[src/hdl/mrt_pkg.sv]
// Shared types and constants of the timer table.
`timescale 1ns / 1ps

package mrt_pkg;

   localparam int MAX_SLOTS = 16;
   localparam int SLOT_COUNT_DEF = 16;

   localparam int OP_W = 2;
   localparam int TIME_W = 32;
   localparam int REP_W = 16;
   localparam int TAG_W = 32;
   localparam int HANDLE_W = 4;
   localparam int KIND_W = 2;

   localparam logic [OP_W-1:0] OP_ADD = 2'd0;
   localparam logic [OP_W-1:0] OP_REMOVE = 2'd1;
   localparam logic [OP_W-1:0] OP_TICK = 2'd2;

   localparam logic [KIND_W-1:0] KIND_ADD = 2'd0;
   localparam logic [KIND_W-1:0] KIND_REMOVE = 2'd1;
   localparam logic [KIND_W-1:0] KIND_FIRED = 2'd2;
   localparam logic [KIND_W-1:0] KIND_DONE = 2'd3;

   typedef enum logic [1:0] {
      ST_IDLE,
      ST_SCAN,
      ST_DONE
   } state_type;

   typedef struct packed {
      logic [TIME_W-1:0] period;
      logic [TIME_W-1:0] deadline;
      logic [REP_W-1:0] repeats;
      logic [TAG_W-1:0] tag;
   } slot_entry_type;

   typedef struct packed {
      logic [KIND_W-1:0] kind;
      logic [HANDLE_W-1:0] handle;
      logic [TAG_W-1:0] tag;
      logic success;
      logic last;
   } rsp_type;

endpackage

[src/hdl/mrt_slot_mem.sv]
// Slot memory: one write port and one registered read port.
`timescale 1ns / 1ps

module mrt_slot_mem #(
   parameter int DEPTH = 16
) (
   input logic clock,
   input logic wr_en,
   input logic [((DEPTH > 1) ? $clog2(DEPTH) : 1)-1:0] wr_addr,
   input mrt_pkg::slot_entry_type wr_data,
   input logic rd_en,
   input logic [((DEPTH > 1) ? $clog2(DEPTH) : 1)-1:0] rd_addr,
   output mrt_pkg::slot_entry_type rd_data
);
   import mrt_pkg::*;

   slot_entry_type slot_ram_ff [DEPTH];
   slot_entry_type rd_data_ff;

   always_ff @(posedge clock) begin
      if (wr_en) begin
         slot_ram_ff[wr_addr] <= wr_data;
      end
   end

   always_ff @(posedge clock) begin
      if (rd_en) begin
         rd_data_ff <= slot_ram_ff[rd_addr];
      end
   end

   assign rd_data = rd_data_ff;

endmodule

[src/hdl/mrt_rsp_reg.sv]
// Output register of the response channel.
`timescale 1ns / 1ps

module mrt_rsp_reg (
   input logic clock,
   input logic reset,
   input logic load,
   input mrt_pkg::rsp_type load_data,
   input logic rsp_stall,
   output logic rsp_valid,
   output mrt_pkg::rsp_type rsp_data,
   output logic ready
);
   import mrt_pkg::*;

   logic valid_ff;
   logic valid_in;
   rsp_type data_ff;

   // The register can take a new response when empty or when it drains now.
   assign ready = !valid_ff || !rsp_stall;
   assign valid_in = load || (valid_ff && rsp_stall);

   always_ff @(posedge clock) begin
      if (reset) begin
         valid_ff <= 1'b0;
      end else begin
         valid_ff <= valid_in;
      end
   end

   always_ff @(posedge clock) begin
      if (load) begin
         data_ff <= load_data;
      end
   end

   assign rsp_valid = valid_ff;
   assign rsp_data = data_ff;

endmodule

[src/hdl/mrt_ctrl.sv]
// Sequencer: live bits, millisecond clock, add/remove and the tick scan.
`timescale 1ns / 1ps

module mrt_ctrl #(
   parameter int SLOT_COUNT = mrt_pkg::SLOT_COUNT_DEF
) (
   input logic clock,
   input logic reset,
   input logic req_valid,
   input logic [mrt_pkg::OP_W-1:0] req_operation,
   input logic [mrt_pkg::TIME_W-1:0] req_interval_ms,
   input logic [mrt_pkg::REP_W-1:0] req_repeat_count,
   input logic [mrt_pkg::TAG_W-1:0] req_user_tag,
   input logic [mrt_pkg::HANDLE_W-1:0] req_slot_handle,
   output logic req_stall,
   input logic out_ready,
   output logic rsp_load,
   output mrt_pkg::rsp_type rsp_data,
   output logic mem_wr_en,
   output logic [((((SLOT_COUNT > mrt_pkg::MAX_SLOTS) ? mrt_pkg::MAX_SLOTS : SLOT_COUNT) > 1)
      ? $clog2(((SLOT_COUNT > mrt_pkg::MAX_SLOTS) ? mrt_pkg::MAX_SLOTS : SLOT_COUNT))
      : 1)-1:0] mem_wr_addr,
   output mrt_pkg::slot_entry_type mem_wr_data,
   output logic mem_rd_en,
   output logic [((((SLOT_COUNT > mrt_pkg::MAX_SLOTS) ? mrt_pkg::MAX_SLOTS : SLOT_COUNT) > 1)
      ? $clog2(((SLOT_COUNT > mrt_pkg::MAX_SLOTS) ? mrt_pkg::MAX_SLOTS : SLOT_COUNT))
      : 1)-1:0] mem_rd_addr,
   input mrt_pkg::slot_entry_type mem_rd_data
);
   import mrt_pkg::*;

   localparam int SlotUse = (SLOT_COUNT > MAX_SLOTS) ? MAX_SLOTS : SLOT_COUNT;
   localparam int IdxW = (SlotUse > 1) ? $clog2(SlotUse) : 1;
   localparam int CntW = $clog2(SlotUse + 1);

   state_type state_ff, state_in;
   logic [SlotUse-1:0] live_ff, live_in;
   logic [TIME_W-1:0] clock_ff, clock_in;
   logic [CntW-1:0] scan_ff, scan_in;
   logic eval_valid_ff, eval_valid_in;
   logic [IdxW-1:0] eval_idx_ff, eval_idx_in;

   logic accept;
   logic fire;
   logic hold;
   logic scan_end;
   logic free_found;
   logic [IdxW-1:0] free_idx;
   logic handle_ok;

   assign accept = (state_ff == ST_IDLE) && req_valid && out_ready;
   // The slot being evaluated has its entry in the registered read data of the slot memory.
   assign fire = eval_valid_ff && live_ff[eval_idx_ff] && (clock_ff > mem_rd_data.deadline);
   assign hold = fire && !out_ready;
   assign scan_end = (scan_ff == CntW'(SlotUse));
   assign handle_ok = ({1'b0, req_slot_handle} < (HANDLE_W + 1)'(SlotUse))
      && live_ff[req_slot_handle[IdxW-1:0]];

   // Lowest free slot.
   always_comb begin
      free_found = 1'b0;
      free_idx = '0;
      for (int i = SlotUse - 1; i >= 0; i--) begin
         if (!live_ff[i]) begin
            free_found = 1'b1;
            free_idx = IdxW'(i);
         end
      end
   end

   always_comb begin
      state_in = state_ff;
      case (state_ff)
         ST_IDLE: begin
            if (accept && (req_operation == OP_TICK)) begin
               state_in = ST_SCAN;
            end
         end
         ST_SCAN: begin
            if (!hold && scan_end) begin
               state_in = ST_DONE;
            end
         end
         ST_DONE: begin
            if (out_ready) begin
               state_in = ST_IDLE;
            end
         end
         default: begin
            state_in = ST_IDLE;
         end
      endcase
   end

   always_comb begin
      req_stall = 1'b1;
      rsp_load = 1'b0;
      rsp_data = '0;
      mem_wr_en = 1'b0;
      mem_wr_addr = '0;
      mem_wr_data = mem_rd_data;
      mem_rd_en = 1'b0;
      mem_rd_addr = '0;
      live_in = live_ff;
      clock_in = clock_ff;
      scan_in = scan_ff;
      eval_valid_in = eval_valid_ff;
      eval_idx_in = eval_idx_ff;
      case (state_ff)
         ST_IDLE: begin
            req_stall = !out_ready;
            if (accept) begin
               case (req_operation)
                  OP_ADD: begin
                     rsp_load = 1'b1;
                     rsp_data.kind = KIND_ADD;
                     rsp_data.last = 1'b1;
                     if (free_found) begin
                        live_in[free_idx] = 1'b1;
                        mem_wr_en = 1'b1;
                        mem_wr_addr = free_idx;
                        mem_wr_data.period = req_interval_ms;
                        mem_wr_data.deadline = clock_ff + req_interval_ms;
                        mem_wr_data.repeats = req_repeat_count;
                        mem_wr_data.tag = req_user_tag;
                        rsp_data.handle = HANDLE_W'(free_idx);
                        rsp_data.success = 1'b1;
                     end
                  end
                  OP_REMOVE: begin
                     rsp_load = 1'b1;
                     rsp_data.kind = KIND_REMOVE;
                     rsp_data.handle = req_slot_handle;
                     rsp_data.success = handle_ok;
                     rsp_data.last = 1'b1;
                     if (handle_ok) begin
                        live_in[req_slot_handle[IdxW-1:0]] = 1'b0;
                     end
                  end
                  OP_TICK: begin
                     clock_in = clock_ff + 1'b1;
                     scan_in = '0;
                     eval_valid_in = 1'b0;
                  end
                  default: begin
                  end
               endcase
            end
         end
         ST_SCAN: begin
            if (!hold) begin
               eval_valid_in = 1'b0;
               if (fire) begin
                  rsp_load = 1'b1;
                  rsp_data.kind = KIND_FIRED;
                  rsp_data.handle = HANDLE_W'(eval_idx_ff);
                  rsp_data.tag = mem_rd_data.tag;
                  if (mem_rd_data.repeats == REP_W'(1)) begin
                     live_in[eval_idx_ff] = 1'b0;
                  end else begin
                     mem_wr_en = 1'b1;
                     mem_wr_addr = eval_idx_ff;
                     mem_wr_data.deadline = mem_rd_data.deadline + mem_rd_data.period;
                     if (mem_rd_data.repeats != '0) begin
                        mem_wr_data.repeats = mem_rd_data.repeats - 1'b1;
                     end
                  end
               end
               // Read the next slot while this one is written back.
               if (!scan_end) begin
                  mem_rd_en = 1'b1;
                  mem_rd_addr = scan_ff[IdxW-1:0];
                  eval_valid_in = 1'b1;
                  eval_idx_in = scan_ff[IdxW-1:0];
                  scan_in = scan_ff + 1'b1;
               end
            end
         end
         ST_DONE: begin
            if (out_ready) begin
               rsp_load = 1'b1;
               rsp_data.kind = KIND_DONE;
               rsp_data.last = 1'b1;
            end
         end
         default: begin
         end
      endcase
   end

   always_ff @(posedge clock) begin
      if (reset) begin
         state_ff <= ST_IDLE;
         live_ff <= '0;
         clock_ff <= '0;
         scan_ff <= '0;
         eval_valid_ff <= 1'b0;
         eval_idx_ff <= '0;
      end else begin
         state_ff <= state_in;
         live_ff <= live_in;
         clock_ff <= clock_in;
         scan_ff <= scan_in;
         eval_valid_ff <= eval_valid_in;
         eval_idx_ff <= eval_idx_in;
      end
   end

endmodule

[src/hdl/multi_slot_repeat_timer_unit.sv]
// Top level of the multi-slot repeating timer table.
`timescale 1ns / 1ps

// Usage: each request on the req_ channel carries an operation: add a timer,
// remove a timer by its slot handle, or a one millisecond tick. Every request
// except the unused operation code gives one or more responses on the rsp_
// channel, and the last response of each request has rsp_last_of_run set.
// Add and remove give a single response: the response is registered at the edge that
// accepts the request and shows in the following cycle.
// A tick reads one slot per cycle, while no fired response is stalled, through
// the single read port of the slot memory, writes back each fired slot that
// keeps repeating once its entry leaves the registered read port, and then
// gives the done response. One fired response is given per expiring slot, in
// slot order, then the done response.
// The next request is taken once the previous one has issued all its
// responses and the output register can accept a new one.
// Reset clears the live bits of all slots and the millisecond clock.
// While rsp_stall holds back a waiting response, that response stays
// unchanged, req_stall is high, and the scan pauses at the next fired slot.
module multi_slot_repeat_timer_unit #(
   parameter int SLOT_COUNT = mrt_pkg::SLOT_COUNT_DEF
) (
   input logic clock,
   input logic reset,
   input logic req_valid,
   output logic req_stall,
   input logic [mrt_pkg::OP_W-1:0] req_operation,
   input logic [mrt_pkg::TIME_W-1:0] req_interval_ms,
   input logic [mrt_pkg::REP_W-1:0] req_repeat_count,
   input logic [mrt_pkg::TAG_W-1:0] req_user_tag,
   input logic [mrt_pkg::HANDLE_W-1:0] req_slot_handle,
   output logic rsp_valid,
   input logic rsp_stall,
   output logic [mrt_pkg::KIND_W-1:0] rsp_result_kind,
   output logic [mrt_pkg::HANDLE_W-1:0] rsp_handle_out,
   output logic [mrt_pkg::TAG_W-1:0] rsp_tag_out,
   output logic rsp_success,
   output logic rsp_last_of_run
);
   import mrt_pkg::*;

   localparam int SlotUse = (SLOT_COUNT > MAX_SLOTS) ? MAX_SLOTS : SLOT_COUNT;
   localparam int IdxW = (SlotUse > 1) ? $clog2(SlotUse) : 1;

   logic out_ready;
   logic rsp_load;
   rsp_type load_data;
   rsp_type rsp_data;
   logic mem_wr_en;
   logic [IdxW-1:0] mem_wr_addr;
   slot_entry_type mem_wr_data;
   logic mem_rd_en;
   logic [IdxW-1:0] mem_rd_addr;
   slot_entry_type mem_rd_data;

   mrt_ctrl #(
      .SLOT_COUNT(SLOT_COUNT)
   ) u_ctrl (
      .clock(clock),
      .reset(reset),
      .req_valid(req_valid),
      .req_operation(req_operation),
      .req_interval_ms(req_interval_ms),
      .req_repeat_count(req_repeat_count),
      .req_user_tag(req_user_tag),
      .req_slot_handle(req_slot_handle),
      .req_stall(req_stall),
      .out_ready(out_ready),
      .rsp_load(rsp_load),
      .rsp_data(load_data),
      .mem_wr_en(mem_wr_en),
      .mem_wr_addr(mem_wr_addr),
      .mem_wr_data(mem_wr_data),
      .mem_rd_en(mem_rd_en),
      .mem_rd_addr(mem_rd_addr),
      .mem_rd_data(mem_rd_data)
   );

   mrt_slot_mem #(
      .DEPTH(SlotUse)
   ) u_slot_mem (
      .clock(clock),
      .wr_en(mem_wr_en),
      .wr_addr(mem_wr_addr),
      .wr_data(mem_wr_data),
      .rd_en(mem_rd_en),
      .rd_addr(mem_rd_addr),
      .rd_data(mem_rd_data)
   );

   mrt_rsp_reg u_rsp_reg (
      .clock(clock),
      .reset(reset),
      .load(rsp_load),
      .load_data(load_data),
      .rsp_stall(rsp_stall),
      .rsp_valid(rsp_valid),
      .rsp_data(rsp_data),
      .ready(out_ready)
   );

   assign rsp_result_kind = rsp_data.kind;
   assign rsp_handle_out = rsp_data.handle;
   assign rsp_tag_out = rsp_data.tag;
   assign rsp_success = rsp_data.success;
   assign rsp_last_of_run = rsp_data.last;

endmodule

[config.mk]
export PLATFORM = sky130hd
export DESIGN_NAME = multi_slot_repeat_timer_unit
export DESIGN_NICKNAME = d
export VERILOG_FILES = /design/src/hdl/mrt_pkg.sv /design/src/hdl/mrt_slot_mem.sv /design/src/hdl/mrt_rsp_reg.sv /design/src/hdl/mrt_ctrl.sv /design/src/hdl/multi_slot_repeat_timer_unit.sv
export SDC_FILE = /design/constraint.sdc
export NUM_CORES = 2
export LEC_CHECK = 0
export BUFFER_PORTS_ARGS = -buffer_cell sky130_fd_sc_hd__buf_2
export CAP_MARGIN = 15
export CORE_MARGIN = 8
export CORE_UTILIZATION = 40
export DETAILED_ROUTE_END_ITERATION = 10
export HOLD_SLACK_MARGIN = 0.15
export PLACE_DENSITY_LB_ADDON = 0.12
export SLEW_MARGIN = 30
export SYNTH_ARGS = -nofsm -noshare
export SYNTH_HDL_FRONTEND = slang
export SYNTH_SLANG_ARGS = --single-unit
[constraint.sdc]
create_clock -name clock -period 17.06 [get_ports clock]
set_input_delay 2.559 -clock clock [delete_from_list [all_inputs] [get_ports clock]]
set_output_delay 2.559 -clock clock [all_outputs]
set_load 0.02 [all_outputs]
After elaboration in Yosys (flattened, before gate mapping)
Memory sizes are Yosys's and may differ from the RTL's. A register that Yosys moved wholly into a read port is not among the register bits.
Cells that the tools add are included.
Widths: inputs -> output; s select.

operators by class
  add/sub/neg operators = 5
  magnitude comparators = 7
  equal/unequal tests = 18
  mux-type cells = 112
  bitwise gates (word level) = 9
  reductions and logical operators = 30

operators with widths
  kind                   number
  $mux 112               3
  $mux 48                3
  $mux 16                7
  $mux 4                 25
  $pmux 48 s2            1
  $mux 38                2
  $add 32x32->32         2
  $mux 32                2
  $pmux 16 s2            2
  $mux 1                 42
  $add 32x1->32 const B  1
  $and 16x16->16         2
  $gt 32x32->1           1
  $not 16->16            2
  $mux 5                 4
  $pmux 5 s2             2
  $eq 16x1->1 const B    1
  $or 16x16->16          1
  $pmux 4 s2             2
  $reduce_bool 16->1     1
  $sub 16x1->16 const B  1
  $lt 4x5->1 const B     3
  $demux 1 s4            3
  $ge 4x1->1 const B     3
  28 further kinds       65

word-level totals
  register bits after elaboration = 101
  RAM bits = 1792
  input port bits = 90
  output and inout bits = 42
  word-level logic and storage cells = 194
  memories = 1

memory list
  memory                  words  bits a word  read ports  clocked after memory_dff  write ports  RTL line            text
  u_slot_mem.slot_ram_ff  16     112          1           1                         1            mrt_slot_mem.sv:17  slot_entry_type slot_ram_ff [DEPTH];

Logic depth before layout (Yosys ltp)
  word-level depth = 25
  gate-level depth with buffers = 15
  mapped depth without buffers = 13

By module
A second synthesis with hierarchy kept.

unflattened totals
  cells, all modules = 4393
  area, all modules = 81349.3 sq um

by module, submodules not included
  module        instances  cells each  area an instance (sq um)  seq. area each (sq um)
  mrt_slot_mem  1          2864        70291.2                   57174.8
  mrt_ctrl      1          1485        9824.4                    1201.2
  mrt_rsp_reg   1          44          1233.7                    1221.2

Worst setup path before layout
Ideal clock, no wire load.

  path kind = input port to flip-flop
  start = input port rsp_stall
  end = memory u_slot_mem.slot_ram_ff[10][0] (netlist bit), enable pin
  setup time = 0.584 ns
  arrival time = 8.986 ns
  required time = 16.476 ns
  setup slack = 7.490 ns
  stages on the path = 7
  buffers on the path = 1
  cells stage by stage = and2_1 > clkbuf_1 > a311oi_1 > nand3_1 > a21o_1 > or3_1 > nor2_1

between the ends
  cells in the longest elaborated chain, start to end = 8
  elaborated cells on any way between the ends = 13
  those cells by class = mux (8); reduce/logical (5)

RTL lines
  item                          RTL line                            text
  start: declaration            multi_slot_repeat_timer_unit.sv:33  input logic rsp_stall,
  $logic_not 1->1 *             mrt_rsp_reg.sv:21                   assign ready = !valid_ff || !rsp_stall;
  $logic_or 1x1->1 *            mrt_rsp_reg.sv:21
  $logic_not 1->1               mrt_ctrl.sv:54                      assign hold = fire && !out_ready;
  $logic_and 1x1->1             mrt_ctrl.sv:54
  $mux 1                        mrt_ctrl.sv:151                     if (!hold) begin
  $pmux 1 s2                    mrt_ctrl.sv:109                     case (state_ff)
  $mux 1                        mrt_slot_mem.sv:21                  if (wr_en) begin
  $mux 1 (not written as such)  mrt_slot_mem.sv:22                  slot_ram_ff[wr_addr] <= wr_data;
  end: declaration              mrt_slot_mem.sv:17

Mark *: on every way between the ends. The rest lies on a longest branch, timed or not.

Worst setup path in the final report
  start = input port rsp_stall
  end = memory u_slot_mem.slot_ram_ff[1][75] (netlist bit), enable pin

The elaborated chain is that of the path after synthesis.

==> impl_metrics.yaml <==
sta:
  fmax_mhz: 146
  setup_viol_count_final: 0
  period_share_pct: 40.1
  layout_min_cycle_time_ns: 6.84
  relSlewSlack_pct: 29.8
  hold_viol: 0
  drv_slew: 0
  setup_tns_ns: 0
  clock_skew_ns: 0.0344
  worst_slew_pin_slew_ns: 1.05
  rsz0062_at_grt: "no"
worst_setup_path:
  critPathLaunchType: "primary input"
  critPathArrivalTime_ns: 7.30
  crit_type: "primary input to flop"
  cpPeakStageDelay_ns: 0.86
  crit_fanout: 55
  cpMostUsedCell: "buf_4"
  required_ns: 17.53
  crit_path_cell_trace: "buf_2 > and2_1 > nor3_1 > nand2_1 > nor2_4 > buf_4 > a22o_1 > nand2_1 > nor2_4 > buf_4 > buf_4"
  cp_slowest_cell: "buf_4"
  cp-end-kind: "flop"
synth:
  synth-edff-count: 1944
  yosysTopAreaCell: "edfxtp_1"
  syn-num-nets: 5452
  synth_most_common_cell: "edfxtp_1"
  ys_seq_area_share_pct: 72.9
  synthArstFlopShare_pct: 0
  synth-seq-cells: 2005
  yosysUniqueCellTypes: 82
  synthCells: 5261
  ys_warn_count: 0
  synth.top_cells.by_count: "edfxtp_1 (1944), mux2i_1 (561), nand2_1 (524)"
  yosys.area.top_type_share_pct: 71.4
  synth_ff_type: "edfxtp_1"
  netlist_area_um2: 81700
  synth.area.top_cells: "edfxtp_1 (71%), mux2i_1 (6.9%), o221ai_1 (3.4%)"
  syn_area_per_cell_um2: 15.5
place:
  place_congestion: 0.879
  port_buffers: 131
  post-dp-hpwl_um: 138000
drt:
  route.detailed.wl_per_inst_um: 29.0
  routed_via_density: 5.82
  ant_nets: 0
  drc: 0
  vias: 48393
  drt_iter0_markers: 4323
  wirelength_um: 241000
  dr.pass1.iters: 5
clock_network:
  ctsRootBufferMaster: "clkbuf_16"
  cts_tree: "done"
  cts_resized: 0
  clock_path_buffers: 3
  cts_htree_levels: 4
  cts_buffers: 206
  clkSinkCount: 2005
  postCtsSetupBuffers: 0
  clock_latency_ns: 0.85
  clk_pin_slew_ns: 0.06
  holdBufCountCts: 0
pwr:
  p_leak_uw: 0.0305
  finalPower_uw: 10100
  ir_drop_mv: 0.104
  powerDensity_nw_per_um2: 109
  power_frac_seq_pct: 54.3
  p_int_uw: 7930
  p_switching_uw: 2150
  p_sw_share_pct: 21.3
  pwr-share-clk_pct: 42.4
  combPwrFrac_pct: 3.3
outcome:
  status: "complete, no violations"
global_route:
  grt_usage_pct: 21.5
  grt-ovfl-total: 0
  grt_max_degree: 116
  grt_pass1_wl_um: 346000
  antenna_found_initial: 13
  grt_pass1_vias: 47794
die:
  fp.coreArea_um2: 204000
  rows: 166
  die_w_um: 468
  ios: 132
  die_area_um2: 219000
  start_util_pct: 40.1
  die_h_um: 468
cells_and_area:
  syn2layout_area_growth_pct: 13.1
  ff_latch_area_um2: 59600
  multi_input_area_um2: 20800
  nNetsFinal: 5639
  fillCellCount: 18029
  drive_above_1_share_pct: 11.5
hold_path:
  min_path_type: "flop to flop"
run:
  drv_cap: 0
final cells by class:
class	count	share of cell area, %
inverters	65	0.272
flip-flops and latches	2005	64.5
multi-input cells	2882	22.5
repair buffers	288	2.24
well taps	2688	3.64
clock inverters	98	0.873
clock buffers	277	5.95
diodes	5	0.0135
through the flow:
step / utilization (%) / cells / area (um^2) / setup WS (ns) / hold slack (ns)
floorplan: - / 5261 / 81700 / 7.49 / 0.487
global placement: 42.0 / 7915 / 85800 / 9.12 / 0.520
detailed placement: 42.2 / 7925 / 86000 / 9.40 / 0.524
CTS: 45.3 / 8300 / 92300 / 10.31 / 0.533
global route: 45.3 / 8304 / 92400 / 10.07 / 0.548
finish: 45.3 / 8308 / 92400 / 10.22 / 0.547
final timing paths:
kind	cells after the start	slack (ns)	start	endpoint
max	11	10.22	rsp_stall	u_slot_mem.slot_ram_ff[1][75]
min	2	0.55	u_ctrl.live_ff[14]	u_ctrl.live_ff[14]
max reg2reg	14	10.51	u_slot_mem.rd_data[77]	u_slot_mem.slot_ram_ff[1][75]
min reg2reg	2	0.55	u_ctrl.live_ff[14]	u_ctrl.live_ff[14]
power by group through the flow:
| stage | clock network, uW | logic (uW) | registers, uW |
|---|---|---|---|
| floorplan | 0 | 191 | 5560 |
| global placement | 0 | 329 | 5570 |
| detailed placement | 0 | 335 | 5570 |
| CTS | 4370 | 336 | 5470 |
| global route | 4540 | 364 | 5470 |
| finish | 4270 | 335 | 5470 |
logic make-up after synthesis:
logic type | synth area share, %
fa+ha+maj | 1.56
mux | 7.39
compound gates | 9.30
xor+xnor | 0.900
buf+inv | 1.98
flops | 72.9
simple gates | 5.94
layout by cell type, fill, tap and decap left out, types with 13 or more instances in the layout:
| master | n |
|---|---|
| a22oi_1 | 26 |
| nand3_1 | 60 |
| o22ai_1 | 111 |
| nand2_1 | 524 |
| a211oi_1 | 13 |
| clkbuf_16 | 209 |
| nor2b_1 | 14 |
| buf_2 | 133 |
| buf_4 | 135 |
| dfxtp_1 | 59 |
| mux2_2 | 14 |
| edfxtp_1 | 1944 |
| o21a_1 | 18 |
| and3_1 | 49 |
| a21o_1 | 35 |
| clkbuf_1 | 67 |
| a21oi_1 | 194 |
| or4_1 | 108 |
| a22o_1 | 14 |
| mux2i_1 | 561 |
| a31oi_1 | 16 |
| nor2_4 | 20 |
| o221ai_1 | 318 |
| nand4_1 | 32 |
| o211ai_1 | 22 |
| xor2_1 | 48 |
| clkinv_2 | 30 |
| nor3_1 | 35 |
| or3_1 | 20 |
| inv_1 | 64 |
| clkinv_1 | 38 |
| ha_1 | 99 |
| nor2_1 | 112 |
| o21ai_0 | 182 |
| xnor2_1 | 36 |
flip-flops by register name, indices dropped and copies added (netlist names):
| name | cells |
|---|---|
| u_ctrl.scan_ff | 5 |
| u_ctrl.eval_idx_ff | 4 |
| u_ctrl.state_ff | 2 |
| u_rsp_reg.rsp_data | 40 |
| u_rsp_reg.rsp_valid | 1 |
| u_slot_mem.slot_ram_ff | 1792 |
| u_ctrl.eval_valid_ff | 1 |
| u_ctrl.live_ff | 16 |
| u_slot_mem.rd_data | 112 |
| u_ctrl.clock_ff | 32 |
layer usage:
layer,part of all wire (%),track usage [%],up-vias
met5,0,0,-
met4,2.2,5.38,0
met3,6.6,3.75,303
met2,46,33.7,1706
met1,46,31.3,24969
li1,-,-,21415
critical path, delay by kind of cell:
kind | cells | cell delay [ns]
AOI/OAI and AO/OA | 1 | 0.29
and+or+nand+nor | 6 | 2.03
buffers and inverters | 4 | 2.28
Power figures use the tool's default switching activity.
